**src/rtl/lcs_pkg.sv**
```systemverilog
package lcs_pkg;

  // Event codes carried in the action field
  typedef enum logic [2:0] {
    ACT_TICK          = 3'd0,
    ACT_INIT          = 3'd1,
    ACT_CONNECT       = 3'd2,
    ACT_CONNECT_SAVED = 3'd3,
    ACT_FORGET        = 3'd4,
    ACT_DISCONNECT    = 3'd5,
    ACT_START_SCAN    = 3'd6
  } action_t;

  typedef enum logic [2:0] {
    ST_IDLE       = 3'd0,
    ST_SCANNING   = 3'd1,
    ST_CONNECTING = 3'd2,
    ST_CONNECTED  = 3'd3,
    ST_FAILED     = 3'd4,
    ST_RETRY      = 3'd5
  } conn_state_t;

  typedef enum logic [1:0] {
    FAIL_NONE    = 2'd0,
    FAIL_NO_AP   = 2'd1,
    FAIL_AUTH    = 2'd2,
    FAIL_TIMEOUT = 2'd3
  } fail_t;

  typedef enum logic [2:0] {
    NOTE_NONE      = 3'd0,
    NOTE_CONNECTED = 3'd1,
    NOTE_NO_AP     = 3'd2,
    NOTE_AUTH      = 3'd3,
    NOTE_TIMEOUT   = 3'd4,
    NOTE_LOST      = 3'd5
  } notice_t;

  typedef enum logic [1:0] {
    LINK_OTHER     = 2'd0,
    LINK_CONNECTED = 2'd1,
    LINK_NO_AP     = 2'd2,
    LINK_FAILED    = 2'd3
  } link_t;

  typedef enum logic [1:0] {
    CFG_AUTO_CONNECT    = 2'd0,
    CFG_CONNECT_TIMEOUT = 2'd1,
    CFG_RETRY_INTERVAL  = 2'd2,
    CFG_FAIL_HOLD       = 2'd3
  } cfg_index_t;

  localparam int TimeW  = 32;
  localparam int LimitW = 20;
  localparam int CfgIdxW = 2;

  localparam logic [LimitW-1:0] DEF_CONN_LIMIT_MS = 20'd15000;
  localparam logic [LimitW-1:0] DEF_RETRY_WAIT_MS = 20'd15000;
  localparam logic [LimitW-1:0] DEF_FAIL_HOLD_MS  = 20'd3000;

  typedef struct packed {
    logic              auto_connect;
    logic [LimitW-1:0] conn_limit_ms;
    logic [LimitW-1:0] retry_wait_ms;
    logic [LimitW-1:0] fail_hold_ms;
  } cfg_t;

  typedef struct packed {
    logic [2:0]       action;
    logic [TimeW-1:0] now_ms;
    logic [1:0]       link_status;
    logic             scan_running;
    logic             ssid_present;
  } event_t;

  typedef struct packed {
    logic [2:0] conn_state;
    logic [1:0] fail_reason;
    logic [2:0] notice;
    logic       begin_connect;
    logic       drop_link;
    logic       begin_scan;
    logic       collect_scan;
    logic       trigger_sync;
    logic       clear_info;
    logic       creds_present;
  } result_t;

endpackage

```
**src/rtl/lcs_if.sv**
```systemverilog
interface lcs_event_if;
  logic        valid;
  logic        ready;
  logic [2:0]  action;
  logic [31:0] now_ms;
  logic [1:0]  link_status;
  logic        scan_running;
  logic        ssid_present;

  modport source (output valid, action, now_ms, link_status, scan_running, ssid_present,
                  input ready);
  modport sink (input valid, action, now_ms, link_status, scan_running, ssid_present,
                output ready);
endinterface

interface lcs_result_if;
  logic       valid;
  logic       ready;
  logic [2:0] conn_state;
  logic [1:0] fail_reason;
  logic [2:0] notice;
  logic       begin_connect;
  logic       drop_link;
  logic       begin_scan;
  logic       collect_scan;
  logic       trigger_sync;
  logic       clear_info;
  logic       creds_present;

  modport source (output valid, conn_state, fail_reason, notice, begin_connect, drop_link,
                  begin_scan, collect_scan, trigger_sync, clear_info, creds_present,
                  input ready);
  modport sink (input valid, conn_state, fail_reason, notice, begin_connect, drop_link,
                begin_scan, collect_scan, trigger_sync, clear_info, creds_present,
                output ready);
endinterface

```
**src/rtl/link_connection_supervisor_top.sv**
```systemverilog
// Radio link connection supervisor. Each input beat is one event: a poll tick
// (link status, scan-running flag, ssid flag, millisecond timestamp) or a
// command (init, connect, connect saved, forget, disconnect, start scan).
// Every event yields exactly one result beat with the connection state, the
// failure reason, the saved-credentials flag, a notice code and one-shot
// request flags. Rate: one event per clock sustained while the result sink
// stays ready. An accepted event passes through the input register, then the
// state update and result register. The state registers advance in the same
// cycle the result register loads, so consecutive events see each other's
// effect. Timeouts use wrapping 32-bit elapsed time (now_ms minus state entry
// time) and fire only when strictly greater than the programmed limit. Write
// the configuration registers only while no event is in flight.
module link_connection_supervisor_top
  import lcs_pkg::*;
(
  input  logic               clk,
  input  logic               rst,
  input  logic               cfg_we,
  input  logic [CfgIdxW-1:0] cfg_index,
  input  logic [LimitW-1:0]  cfg_data,
  lcs_event_if.sink          evt,
  lcs_result_if.source       res
);

  cfg_t    cfg;
  event_t  s1_evt;
  logic    s1_valid;
  logic    out_valid;
  result_t out_res;
  result_t core_res;
  logic    advance;

  // Stage 1 moves into the result register when that register is empty
  // or is being drained this cycle.
  assign advance   = s1_valid && (!out_valid || res.ready);
  assign evt.ready = !s1_valid || advance;

  lcs_cfg u_cfg (
    .clk   (clk),
    .rst   (rst),
    .we    (cfg_we),
    .index (cfg_index),
    .data  (cfg_data),
    .cfg   (cfg)
  );

  lcs_core u_core (
    .clk  (clk),
    .rst  (rst),
    .step (advance),
    .ev   (s1_evt),
    .cfg  (cfg),
    .res  (core_res)
  );

  // Input register
  always_ff @(posedge clk) begin
    if (rst) begin
      s1_valid <= 1'b0;
    end else if (evt.valid && evt.ready) begin
      s1_valid <= 1'b1;
    end else if (advance) begin
      s1_valid <= 1'b0;
    end
  end

  always_ff @(posedge clk) begin
    if (evt.valid && evt.ready) begin
      s1_evt.action       <= evt.action;
      s1_evt.now_ms       <= evt.now_ms;
      s1_evt.link_status  <= evt.link_status;
      s1_evt.scan_running <= evt.scan_running;
      s1_evt.ssid_present <= evt.ssid_present;
    end
  end

  // Result register
  always_ff @(posedge clk) begin
    if (rst) begin
      out_valid <= 1'b0;
    end else if (advance) begin
      out_valid <= 1'b1;
    end else if (res.ready) begin
      out_valid <= 1'b0;
    end
  end

  always_ff @(posedge clk) begin
    if (advance) begin
      out_res <= core_res;
    end
  end

  assign res.valid         = out_valid;
  assign res.conn_state    = out_res.conn_state;
  assign res.fail_reason   = out_res.fail_reason;
  assign res.notice        = out_res.notice;
  assign res.begin_connect = out_res.begin_connect;
  assign res.drop_link     = out_res.drop_link;
  assign res.begin_scan    = out_res.begin_scan;
  assign res.collect_scan  = out_res.collect_scan;
  assign res.trigger_sync  = out_res.trigger_sync;
  assign res.clear_info    = out_res.clear_info;
  assign res.creds_present = out_res.creds_present;

`ifndef SYNTHESIS
  // A full pipe facing a stalled sink must not take another beat
  a_no_overrun: assert property (@(posedge clk) disable iff (rst)
    (s1_valid && out_valid && !res.ready) |-> !evt.ready)
    else $error("input accepted while pipe is full");

  a_scan_state: assert property (@(posedge clk) disable iff (rst)
    (out_valid && out_res.begin_scan) |-> (out_res.conn_state == ST_SCANNING))
    else $error("begin_scan without scanning state");

  a_connect_state: assert property (@(posedge clk) disable iff (rst)
    (out_valid && out_res.begin_connect) |-> (out_res.conn_state == ST_CONNECTING))
    else $error("begin_connect without connecting state");

  a_sync_notice: assert property (@(posedge clk) disable iff (rst)
    (out_valid && out_res.trigger_sync) |->
      (out_res.conn_state == ST_CONNECTED && out_res.notice == NOTE_CONNECTED))
    else $error("trigger_sync without connected notice");
`endif

endmodule

```
**src/rtl/lcs_cfg.sv**
```systemverilog
module lcs_cfg
  import lcs_pkg::*;
(
  input  logic               clk,
  input  logic               rst,
  input  logic               we,
  input  logic [CfgIdxW-1:0] index,
  input  logic [LimitW-1:0]  data,
  output cfg_t               cfg
);

  always_ff @(posedge clk) begin
    if (rst) begin
      cfg.auto_connect  <= 1'b1;
      cfg.conn_limit_ms <= DEF_CONN_LIMIT_MS;
      cfg.retry_wait_ms <= DEF_RETRY_WAIT_MS;
      cfg.fail_hold_ms  <= DEF_FAIL_HOLD_MS;
    end else if (we) begin
      case (cfg_index_t'(index))
        CFG_AUTO_CONNECT:    cfg.auto_connect  <= data[0];
        CFG_CONNECT_TIMEOUT: cfg.conn_limit_ms <= data;
        CFG_RETRY_INTERVAL:  cfg.retry_wait_ms <= data;
        CFG_FAIL_HOLD:       cfg.fail_hold_ms  <= data;
        default: ;
      endcase
    end
  end

endmodule

```
**src/rtl/lcs_core.sv**
```systemverilog
module lcs_core
  import lcs_pkg::*;
(
  input  logic    clk,
  input  logic    rst,
  input  logic    step,
  input  event_t  ev,
  input  cfg_t    cfg,
  output result_t res
);

  conn_state_t      state, state_next;
  logic [TimeW-1:0] entry_time, entry_time_next;
  fail_t            fail_code, fail_code_next;
  logic             creds_saved, creds_saved_next;
  logic             scan_queued, scan_queued_next;

  logic [TimeW-1:0]  elapsed;
  logic [LimitW-1:0] limit;
  logic              timed_out;
  logic              retry_armed;
  logic              is_link_up;

  assign retry_armed = cfg.auto_connect && creds_saved;
  assign is_link_up  = (link_t'(ev.link_status) == LINK_CONNECTED);

  // One shared elapsed-time compare; the limit depends on the current state
  always_comb begin
    case (state)
      ST_CONNECTING: limit = cfg.conn_limit_ms;
      ST_RETRY:      limit = retry_armed ? cfg.retry_wait_ms : cfg.fail_hold_ms;
      default:       limit = cfg.fail_hold_ms;
    endcase
  end

  assign elapsed   = ev.now_ms - entry_time;
  assign timed_out = elapsed > {{(TimeW-LimitW){1'b0}}, limit};

  always_comb begin
    state_next       = state;
    entry_time_next  = entry_time;
    fail_code_next   = fail_code;
    creds_saved_next = creds_saved;
    scan_queued_next = scan_queued;
    res              = '0;

    case (action_t'(ev.action))
      ACT_TICK: begin
        case (state)
          ST_IDLE: begin
            if (is_link_up) begin
              state_next      = ST_CONNECTED;
              entry_time_next = ev.now_ms;
              res.trigger_sync = 1'b1;
              res.notice       = NOTE_CONNECTED;
            end
          end
          ST_SCANNING: begin
            if (!ev.scan_running) begin
              res.collect_scan = 1'b1;
              entry_time_next  = ev.now_ms;
              state_next       = is_link_up ? ST_CONNECTED : ST_IDLE;
              if (scan_queued) begin
                scan_queued_next = 1'b0;
                if (creds_saved) begin
                  res.begin_connect = 1'b1;
                  state_next        = ST_CONNECTING;
                end
              end
            end
          end
          ST_CONNECTING: begin
            case (link_t'(ev.link_status))
              LINK_CONNECTED: begin
                if (ev.ssid_present) creds_saved_next = 1'b1;
                state_next       = ST_CONNECTED;
                entry_time_next  = ev.now_ms;
                res.trigger_sync = 1'b1;
                res.notice       = NOTE_CONNECTED;
              end
              LINK_NO_AP: begin
                fail_code_next  = FAIL_NO_AP;
                state_next      = ST_FAILED;
                entry_time_next = ev.now_ms;
                res.notice      = NOTE_NO_AP;
              end
              LINK_FAILED: begin
                fail_code_next  = FAIL_AUTH;
                state_next      = ST_FAILED;
                entry_time_next = ev.now_ms;
                res.notice      = NOTE_AUTH;
              end
              default: begin
                if (timed_out) begin
                  fail_code_next  = FAIL_TIMEOUT;
                  res.drop_link   = 1'b1;
                  state_next      = ST_FAILED;
                  entry_time_next = ev.now_ms;
                  res.notice      = NOTE_TIMEOUT;
                end
              end
            endcase
          end
          ST_CONNECTED: begin
            if (!is_link_up) begin
              state_next      = ST_RETRY;
              entry_time_next = ev.now_ms;
              res.notice      = NOTE_LOST;
              res.clear_info  = 1'b1;
            end
          end
          ST_FAILED: begin
            if (timed_out) begin
              state_next      = ST_IDLE;
              entry_time_next = ev.now_ms;
            end
          end
          ST_RETRY: begin
            if (timed_out) begin
              entry_time_next = ev.now_ms;
              if (retry_armed) begin
                res.begin_connect = 1'b1;
                state_next        = ST_CONNECTING;
              end else begin
                state_next = ST_IDLE;
              end
            end
          end
          default: ;
        endcase
      end
      ACT_INIT: begin
        creds_saved_next = creds_saved | ev.ssid_present;
        entry_time_next  = ev.now_ms;
        if (cfg.auto_connect && creds_saved_next) begin
          res.begin_connect = 1'b1;
          state_next        = ST_CONNECTING;
        end else begin
          state_next = ST_IDLE;
        end
      end
      ACT_CONNECT: begin
        fail_code_next    = FAIL_NONE;
        res.drop_link     = 1'b1;
        creds_saved_next  = ev.ssid_present;
        res.begin_connect = 1'b1;
        state_next        = ST_CONNECTING;
        entry_time_next   = ev.now_ms;
      end
      ACT_CONNECT_SAVED: begin
        if (creds_saved) begin
          if (state == ST_SCANNING) begin
            scan_queued_next = 1'b1;
          end else begin
            res.begin_connect = 1'b1;
            state_next        = ST_CONNECTING;
            entry_time_next   = ev.now_ms;
          end
        end
      end
      ACT_FORGET: begin
        res.drop_link    = 1'b1;
        creds_saved_next = 1'b0;
        state_next       = ST_IDLE;
        entry_time_next  = ev.now_ms;
      end
      ACT_DISCONNECT: begin
        res.drop_link   = 1'b1;
        state_next      = ST_IDLE;
        entry_time_next = ev.now_ms;
      end
      ACT_START_SCAN: begin
        if (state == ST_CONNECTING) begin
          scan_queued_next = 1'b1;
        end else begin
          res.begin_scan  = 1'b1;
          state_next      = ST_SCANNING;
          entry_time_next = ev.now_ms;
        end
      end
      default: ;
    endcase

    res.conn_state    = state_next;
    res.fail_reason   = fail_code_next;
    res.creds_present = creds_saved_next;
  end

  always_ff @(posedge clk) begin
    if (rst) begin
      state       <= ST_IDLE;
      entry_time  <= '0;
      fail_code   <= FAIL_NONE;
      creds_saved <= 1'b0;
      scan_queued <= 1'b0;
    end else if (step) begin
      state       <= state_next;
      entry_time  <= entry_time_next;
      fail_code   <= fail_code_next;
      creds_saved <= creds_saved_next;
      scan_queued <= scan_queued_next;
    end
  end

endmodule

```
**src/flat_wrapper.sv**
```systemverilog
// flat-port wrapper written by rule: the top's interface ports become plain ports
module link_connection_supervisor_top_flat import lcs_pkg::*;
  (clk, rst, cfg_we, cfg_index, cfg_data, evt_valid, evt_action, evt_now_ms, evt_link_status, evt_scan_running, evt_ssid_present, evt_ready, res_valid, res_conn_state, res_fail_reason, res_notice, res_begin_connect, res_drop_link, res_begin_scan, res_collect_scan, res_trigger_sync, res_clear_info, res_creds_present, res_ready);
  lcs_event_if evt_i ();
  lcs_result_if res_i ();
  input  logic clk;
  input  logic rst;
  input  logic cfg_we;
  input  logic [CfgIdxW-1:0] cfg_index;
  input  logic [LimitW-1:0] cfg_data;
  input wire logic [$bits(evt_i.valid)-1:0] evt_valid;
  input wire logic [$bits(evt_i.action)-1:0] evt_action;
  input wire logic [$bits(evt_i.now_ms)-1:0] evt_now_ms;
  input wire logic [$bits(evt_i.link_status)-1:0] evt_link_status;
  input wire logic [$bits(evt_i.scan_running)-1:0] evt_scan_running;
  input wire logic [$bits(evt_i.ssid_present)-1:0] evt_ssid_present;
  output wire logic [$bits(evt_i.ready)-1:0] evt_ready;
  output wire logic [$bits(res_i.valid)-1:0] res_valid;
  output wire logic [$bits(res_i.conn_state)-1:0] res_conn_state;
  output wire logic [$bits(res_i.fail_reason)-1:0] res_fail_reason;
  output wire logic [$bits(res_i.notice)-1:0] res_notice;
  output wire logic [$bits(res_i.begin_connect)-1:0] res_begin_connect;
  output wire logic [$bits(res_i.drop_link)-1:0] res_drop_link;
  output wire logic [$bits(res_i.begin_scan)-1:0] res_begin_scan;
  output wire logic [$bits(res_i.collect_scan)-1:0] res_collect_scan;
  output wire logic [$bits(res_i.trigger_sync)-1:0] res_trigger_sync;
  output wire logic [$bits(res_i.clear_info)-1:0] res_clear_info;
  output wire logic [$bits(res_i.creds_present)-1:0] res_creds_present;
  input wire logic [$bits(res_i.ready)-1:0] res_ready;
  assign evt_i.valid = evt_valid;
  assign evt_i.action = evt_action;
  assign evt_i.now_ms = evt_now_ms;
  assign evt_i.link_status = evt_link_status;
  assign evt_i.scan_running = evt_scan_running;
  assign evt_i.ssid_present = evt_ssid_present;
  assign evt_ready = evt_i.ready;
  assign res_valid = res_i.valid;
  assign res_conn_state = res_i.conn_state;
  assign res_fail_reason = res_i.fail_reason;
  assign res_notice = res_i.notice;
  assign res_begin_connect = res_i.begin_connect;
  assign res_drop_link = res_i.drop_link;
  assign res_begin_scan = res_i.begin_scan;
  assign res_collect_scan = res_i.collect_scan;
  assign res_trigger_sync = res_i.trigger_sync;
  assign res_clear_info = res_i.clear_info;
  assign res_creds_present = res_i.creds_present;
  assign res_i.ready = res_ready;
  link_connection_supervisor_top u_core (.clk(clk), .rst(rst), .cfg_we(cfg_we), .cfg_index(cfg_index), .cfg_data(cfg_data), .evt(evt_i), .res(res_i));
endmodule
```
**config.mk**
```make
export PLATFORM = sky130hd
export DESIGN_NAME = link_connection_supervisor_top_flat
export DESIGN_NICKNAME = d
export VERILOG_FILES = /design/src/rtl/lcs_pkg.sv /design/src/rtl/lcs_if.sv /design/src/rtl/link_connection_supervisor_top.sv /design/src/rtl/lcs_cfg.sv /design/src/rtl/lcs_core.sv /design/src/flat_wrapper.sv
export SDC_FILE = /design/constraint.sdc
export NUM_CORES = 1
export LEC_CHECK = 0
export ABC_AREA = 1
export BUFFER_PORTS_ARGS = -buffer_cell sky130_fd_sc_hd__buf_4
export CELL_PAD_IN_SITES_DETAIL_PLACEMENT = 0
export CELL_PAD_IN_SITES_GLOBAL_PLACEMENT = 1
export CORE_MARGIN = 5
export CORE_UTILIZATION = 35
export CTS_BUF_LIST = sky130_fd_sc_hd__clkbuf_8
export CTS_CLUSTER_DIAMETER = 50
export DETAILED_ROUTE_END_ITERATION = 8
export GPL_ROUTABILITY_DRIVEN = 0
export PLACE_DENSITY = 0.74
export SLEW_MARGIN = 10
export SYNTH_ARGS = -nofsm -noshare
export SYNTH_HDL_FRONTEND = slang
export SYNTH_SLANG_ARGS = --single-unit
```
**constraint.sdc**
```tcl
create_clock -name clk -period 4.05 [get_ports clk]
set_input_delay 0.81 -clock clk [delete_from_list [all_inputs] [get_ports clk]]
set_output_delay 0.81 -clock clk [all_outputs]
set_load 0.05 [all_outputs]
```
==> flow_summary.toml, run 1 <==
[final_layout]
n_antenna_cell = 0
seqCellArea_sq_mm = 0.00366
drive_gt1_frac = 0.163
multi_input_comb_area_sq_mm = 0.00593
fill_cells = 3123
nets = 1676
area_growth_pct = 17.8
post-route-util = 0.415

[power]
fin_total_pwr_mw = 4.38
leakagePower_nw = 5.58
power.density_mw_per_mm2 = 358
worst_ir_drop_vdd_mv = 0.218

[clock_network]
cts_root_buf = "clkbuf_8"
clk-insertion-delay-late_ns = 0.48
numCtsBuffers = 17
clk_pin_slew_ns = 0.11
cts_buffer_depth = 2
postCtsHoldBufs = 0
cts_tree = "yes"
clock-sinks = 156
htree_levels = 4

[logic_synthesis]
yosys_warnings = 0
syn_inst = 1482
synth-edff-count = 54
avgSynthCellArea_sq_um = 7.01
synth_cell_types = 43
synth_seq_cells = 156
ys.flop_type = "dfxtp_1"
syn_nets = 1600
seq_area_frac_synth = 0.353
synth.cell_area_sq_mm = 0.0104
synthArstFlopShare = 0

[timing]
tightest_slew_ns = 0.976
fin_crit_ns = 3.77
fin_ws_ns = 0.277
fin_crit_sh = 0.932
finalMaxSlewViolations = 0
finalHoldWorstSlack_ns = 0.463
fin_tns_setup_ns = 0
setup_violations = 0
fin_skew_ns = 0.0230
max_clock_freq_mhz = 265
hold_viol_final = 0
max_slew_margin = 0.349

[setup_path]
crit_arrival_ns = 4.01
startpoint = "u_core.s1_evt[17]"
required_ns = 4.29
path_class = "reg -> reg"
reg2reg_depth = 26
r2r_start = "u_core.s1_evt[17]"
crit_path_end = "u_core.res.begin_connect"
cp_max_fo = 6
start_kind = "flop"
reg2reg_to = "u_core.res.begin_connect"
cp-end-kind = "flop"
reg2reg_slack_ns = 0.28

[route]
routed-wl-met3_microns = 1690
firstDrtPassIters = 5
highest_layer = "met4"
drc_errors = 0
drt-wirelength-per-cell_microns = 16.2
wl_met2_microns = 14500
drt_wl_total_microns = 31900
detail-route-antenna-nets = 0
drt_iter0_drc = 715
vias_per_cell = 5.07
via_count = 9942
wl_met1_microns = 15300

[floorplanning]
start_util = 0.352
die-area_sq_mm = 0.0332
io_pins = 83
row_count = 63
die_width_microns = 182
core_area_sq_mm = 0.0295
die_h_microns = 182

[outcome]
status = "completed"

[global_route]
grt_max_degree = 95
grt_usage = 0.188
grt_overflow = 0
first_global_vias = 9366
antenna_found_initial = 0
grt_pass1_wl_microns = 50600

[place]
hpwl_microns = 22100
dp_slack_ns = 0.0588
io_buffers = 82

[run]
max_cap_viol_count = 0

[worst_hold_path]
min_path_type = "reg -> reg"
## worst min-delay path by stage
stage                          from  slack (ns)  cells past startpoint                   end
2_1_floorplan  u_core.u_cfg.cfg[11]        0.43                      2  u_core.u_cfg.cfg[11]
3_3_place_gp   u_core.u_cfg.cfg[32]        0.44                      2  u_core.u_cfg.cfg[32]
3_5_place_dp    u_core.u_cfg.cfg[5]        0.44                      2   u_core.u_cfg.cfg[5]
4_1_cts              evt_now_ms[22]        0.46                      1     u_core.s1_evt[26]
5_1_grt              evt_now_ms[20]        0.45                      1     u_core.s1_evt[24]
6_report        u_core.u_cfg.cfg[8]        0.46                      2   u_core.u_cfg.cfg[8]
## repair_timing
action | CTS | global route
setup buffers | 0 | 8
resized for setup | 0 | 52
setup endpoints to repair | 0 | 44
## worst max-delay path, cell delays in order (launching register included)
cell and delay [ns]:
edfxtp_1 0.48, ha_1 0.34, buf_4 0.12, nand2_2 0.08, nor2_2 0.23, nand2_1 0.11
inv_1 0.06, nand2_1 0.06, nand2_2 0.08, xor2_1 0.19, ha_1 0.27, nand2_2 0.09
inv_1 0.04, nand2_1 0.05, nand2_1 0.04, a21oi_1 0.12, nand3_1 0.08, nand2_1 0.06
nand2_1 0.05, nand2_2 0.08, nand4_2 0.13, nor2_4 0.15, buf_12 0.14, nand2_8 0.09
nand2_1 0.09, a21oi_1 0.06, or2_2 0.28
## registers in the layout, summed over array words and instances (netlist names), 2 cells and up
signal and cells:
u_core.res.notice 3, u_core.s1_evt 39, u_core.u_cfg.cfg 61, u_core.u_core.state 3, u_core.res.fail_reason 2, u_core.u_core.entry_time 32, u_core.res.conn_state 3, u_core.u_core.fail_code 2
## synth_stat cells (4+ instances only)
cell      count  share of area
and2_1        5         0.0030
o211ai_1      4         0.0029
a21oi_1     144          0.069
a31oi_1       8         0.0048
buf_6         5         0.0054
ha_1         51          0.061
nand2_2      10         0.0060
a22o_1       20          0.017
a22oi_1      20          0.014
xnor2_1       5         0.0042
dfxtp_1     102           0.20
xor2_1       14          0.012
nand4_1      10         0.0060
nor2_2        7         0.0042
inv_1       192          0.069
clkbuf_1     55          0.020
nor3_1        5         0.0024
nand2_1     385           0.14
edfxtp_1     54           0.16
nand3_1      64          0.031
o21ai_0     119          0.057
o221ai_2     30          0.043
nor2_1      141          0.051
## report_power, final
group / leakage [nW] / internal (mW) / switching (mW)
combinational: 3.99 / 0.458 / 0.808
clock: 0.224 / 0.636 / 0.696
sequential: 1.36 / 1.72 / 0.0595
## metrics by stage
step	instance area [sq um]	instances
2_1_floorplan	10400	1482
3_3_place_gp	11500	1919
3_5_place_dp	11500	1919
4_1_cts	11900	1951
5_1_grt	12200	1961
6_report	12200	1961
## cell families after synthesis
family          count (synthesis)  synth area share
simple gates                  641             0.254
compound gates                353             0.215
buf+inv                       261            0.0982
flops                         156             0.353
fa+ha+maj                      52            0.0634
xor+xnor                       19            0.0160
## routing by layer
| metal | vias up | global-route usage |
|---|---|---|
| met4 | 0 | 0.0378 |
| met5 | - | 0 |
| met3 | 18 | 0.0359 |
| li1 | 5063 | - |
| met1 | 4597 | 0.270 |
| met2 | 264 | 0.297 |
## area by class of cell
class                      count  share of cell area
clock buffer                  17              0.0191
clock inverter                15              0.0162
inverter                     196              0.0602
multi-input combinational   1066               0.485
sequential                   156               0.299
tap                          390              0.0399
timing repair buffer         121              0.0807
## layout by cell type (no fill, tap or decap), types with 17 or more instances in the layout
cell type,n
ha_1,42
nor2_1,135
edfxtp_1,54
o221ai_2,30
nand2_2,18
buf_4,114
a21oi_1,144
dfxtp_1,102
inv_1,188
nand3_1,63
a22o_1,20
a22oi_1,18
nand2_1,376
clkbuf_8,17
o21ai_0,118
Power figures use the tool's default switching activity.
==> run 2, diff against run 1 <==
==> constraint.sdc (replaced) <==
create_clock -name clk -period 4.05 [get_ports clk]
set_input_delay 0.405 -clock clk [delete_from_list [all_inputs] [get_ports clk]]
set_output_delay 0.405 -clock clk [all_outputs]
set_load 0.05 [all_outputs]
==> flow_summary.toml, run 2 (synthesized netlist as in run 1, its figures left out) <==
[outcome]
status = "completed"

[global_route]
grt_overflow = 0
first_global_vias = 9308
grt_max_degree = 95
grt_usage = 0.187
antenna_found_initial = 0
grt_pass1_wl_microns = 50400

[setup_path]
slowest_delay_ns = 0.44
required_ns = 4.29
reg2reg_slack_ns = 0.24
crit_cells = 24
start_kind = "flop"
startpoint = "u_core.s1_evt[4]"
reg2reg_depth = 24
reg2reg_to = "u_core.res.begin_connect"
crit_arrival_ns = 4.05
crit_path_end = "u_core.res.begin_connect"
crit_slowest_cell = "edfxtp_1"
path_class = "reg -> reg"
r2r_start = "u_core.s1_evt[4]"
cp_max_fo = 6
cp-end-kind = "flop"
cpLargestDelayFamily = "simple AND/OR/NAND/NOR gates"
critPathMostFrequentCell = "nand2_1"
crit_chain = "inv_2 > ha_2 > inv_2 > fa_2 > nand2_1 > nand2_2 > nand3_2 > nand2_4 > buf_4 > xor2_1 > ha_1 > nand4_1 > nor2_2 > nand2_1 > nand3_1 > nand2_1 > nand2_1 > nand2_2 > nand4_4 > nor2_4 > nand2_8 > nand2_4 > a21oi_1 > or2_2"
cp.buffers_inverters = 3

[route]
drt-wirelength-per-cell_microns = 16.3
vias_per_cell = 5.08
drt_iter0_drc = 782
via_count = 10005
firstDrtPassIters = 5
drc_errors = 0
detail-route-antenna-nets = 0
drt_wl_total_microns = 32200

[floorplanning]
die-area_sq_mm = 0.0332
start_util = 0.352
die_h_microns = 182
die_width_microns = 182
core_area_sq_mm = 0.0295
row_count = 63
io_pins = 83

[clock_network]
clk-insertion-delay-late_ns = 0.49
clk_pin_slew_ns = 0.10
cts_root_buf = "clkbuf_8"
numCtsBuffers = 17
clock-sinks = 156
cts_buffer_depth = 2
htree_levels = 4
cts_tree = "yes"
postCtsHoldBufs = 0

[timing]
setup_violations = 0
fin_skew_ns = 0.0218
finalMaxSlewViolations = 0
tightest_slew_ns = 0.980
hold_viol_final = 0
max_clock_freq_mhz = 262
fin_crit_ns = 3.81
max_slew_margin = 0.347
fin_crit_sh = 0.942

[power]
pwr-share-clk = 0.280
net-switching-power_mw = 1.55
power.density_mw_per_mm2 = 346
pwr-share-comb = 0.305
internal_power_mw = 2.74
worst_ir_drop_vdd_mv = 0.234
fin_total_pwr_mw = 4.29
seq_power_share = 0.415
leakagePower_nw = 5.61
p_sw_frac = 0.360

[final_layout]
nets = 1687
area_growth_pct = 19.3
largest_reg_flops = 61
final_cell_mix = "370 x nand2_1, 189 x inv_1, 143 x a21oi_1, 134 x nor2_1, 125 x buf_4"
reg_top3 = "u_core.u_cfg.cfg x61, u_core.s1_evt x39, u_core.u_core.entry_time x32"
final_common_cell = "nand2_1"
fin_cells = 1971
n_antenna_cell = 0
drive_gt1_frac = 0.177
top_register = "u_core.u_cfg.cfg"

[worst_hold_path]
min_path_type = "in -> reg"

[place]
io_buffers = 82
place_inst = 1918
hpwl_microns = 22000

[run]
max_cap_viol_count = 0
## run 2: cell count changes in the layout (fill, tap and decap cells not counted), moves of 5 or more
cell	change
buf_4	+11
a22oi_2	+5
nand2_1	-6
a22oi_1	-5
ha_4	+7
## run 2: power by group through the flow
stage                     Sequential (mW)  Combinational (mW)  Clock [mW]
after floorplan                      1.82               0.811           0
after global placement               1.81                1.19           0
after detailed placement             1.81                1.20           0
after CTS                            1.78                1.21        1.24
after global routing                 1.79                1.46        1.31
final                                1.78                1.31        1.20
## run 2: layer usage
| layer | track usage | vias to the layer above | part of all wire | wire (microns) |
|---|---|---|---|---|
| met5 | 0 | - | 0 | 0 |
| met4 | 0.0468 | 0 | 0.014 | 438 |
| met3 | 0.0295 | 26 | 0.052 | 1680 |
| met2 | 0.292 | 269 | 0.45 | 14600 |
| met1 | 0.271 | 4619 | 0.48 | 15500 |
| li1 | - | 5091 | - | - |
## run 2: layout make-up
| class | instances | area [sq um] |
|---|---|---|
| Clock buffer | 20 | 275 |
| Clock inverter | 11 | 110 |
| Fill cell | 3132 | 17100 |
| Inverter | 196 | 737 |
| Multi-Input combinational cell | 1066 | 6080 |
| Sequential cell | 156 | 3660 |
| Tap cell | 390 | 488 |
| Timing Repair Buffer | 132 | 1040 |
## run 2: worst min path at each step
stage | slack [ns] | depth (start not counted) | startpoint | endpoint
2_1_floorplan | 0.43 | 2 | u_core.u_cfg.cfg[11] | u_core.u_cfg.cfg[11]
3_3_place_gp | 0.44 | 2 | u_core.u_cfg.cfg[4] | u_core.u_cfg.cfg[4]
3_5_place_dp | 0.44 | 2 | u_core.u_cfg.cfg[8] | u_core.u_cfg.cfg[8]
4_1_cts | 0.05 | 1 | evt_action[1] | u_core.s1_evt[37]
5_1_grt | 0.05 | 1 | evt_action[0] | u_core.s1_evt[36]
6_report | 0.09 | 1 | evt_action[1] | u_core.s1_evt[37]
## run 2: through the flow
step           setup slack, ns  hold slack [ns]  setup TNS, ns   util  cell area, sq um
2_1_floorplan            0.501            0.429              0      -             10400
3_3_place_gp             0.104            0.438              0  0.389             11500
3_5_place_dp            0.0605            0.443              0  0.389             11500
4_1_cts                 0.0281           0.0550              0  0.402             11900
5_1_grt                -0.0597           0.0498         -0.243  0.420             12400
6_report                 0.236           0.0869              0  0.420             12400
## run 2: repair_timing
action	CTS	global route
hold endpoints to repair	0	0
buffers inserted	0	19
endpoints found under the setup margin	0	43
gates resized for setup	0	76
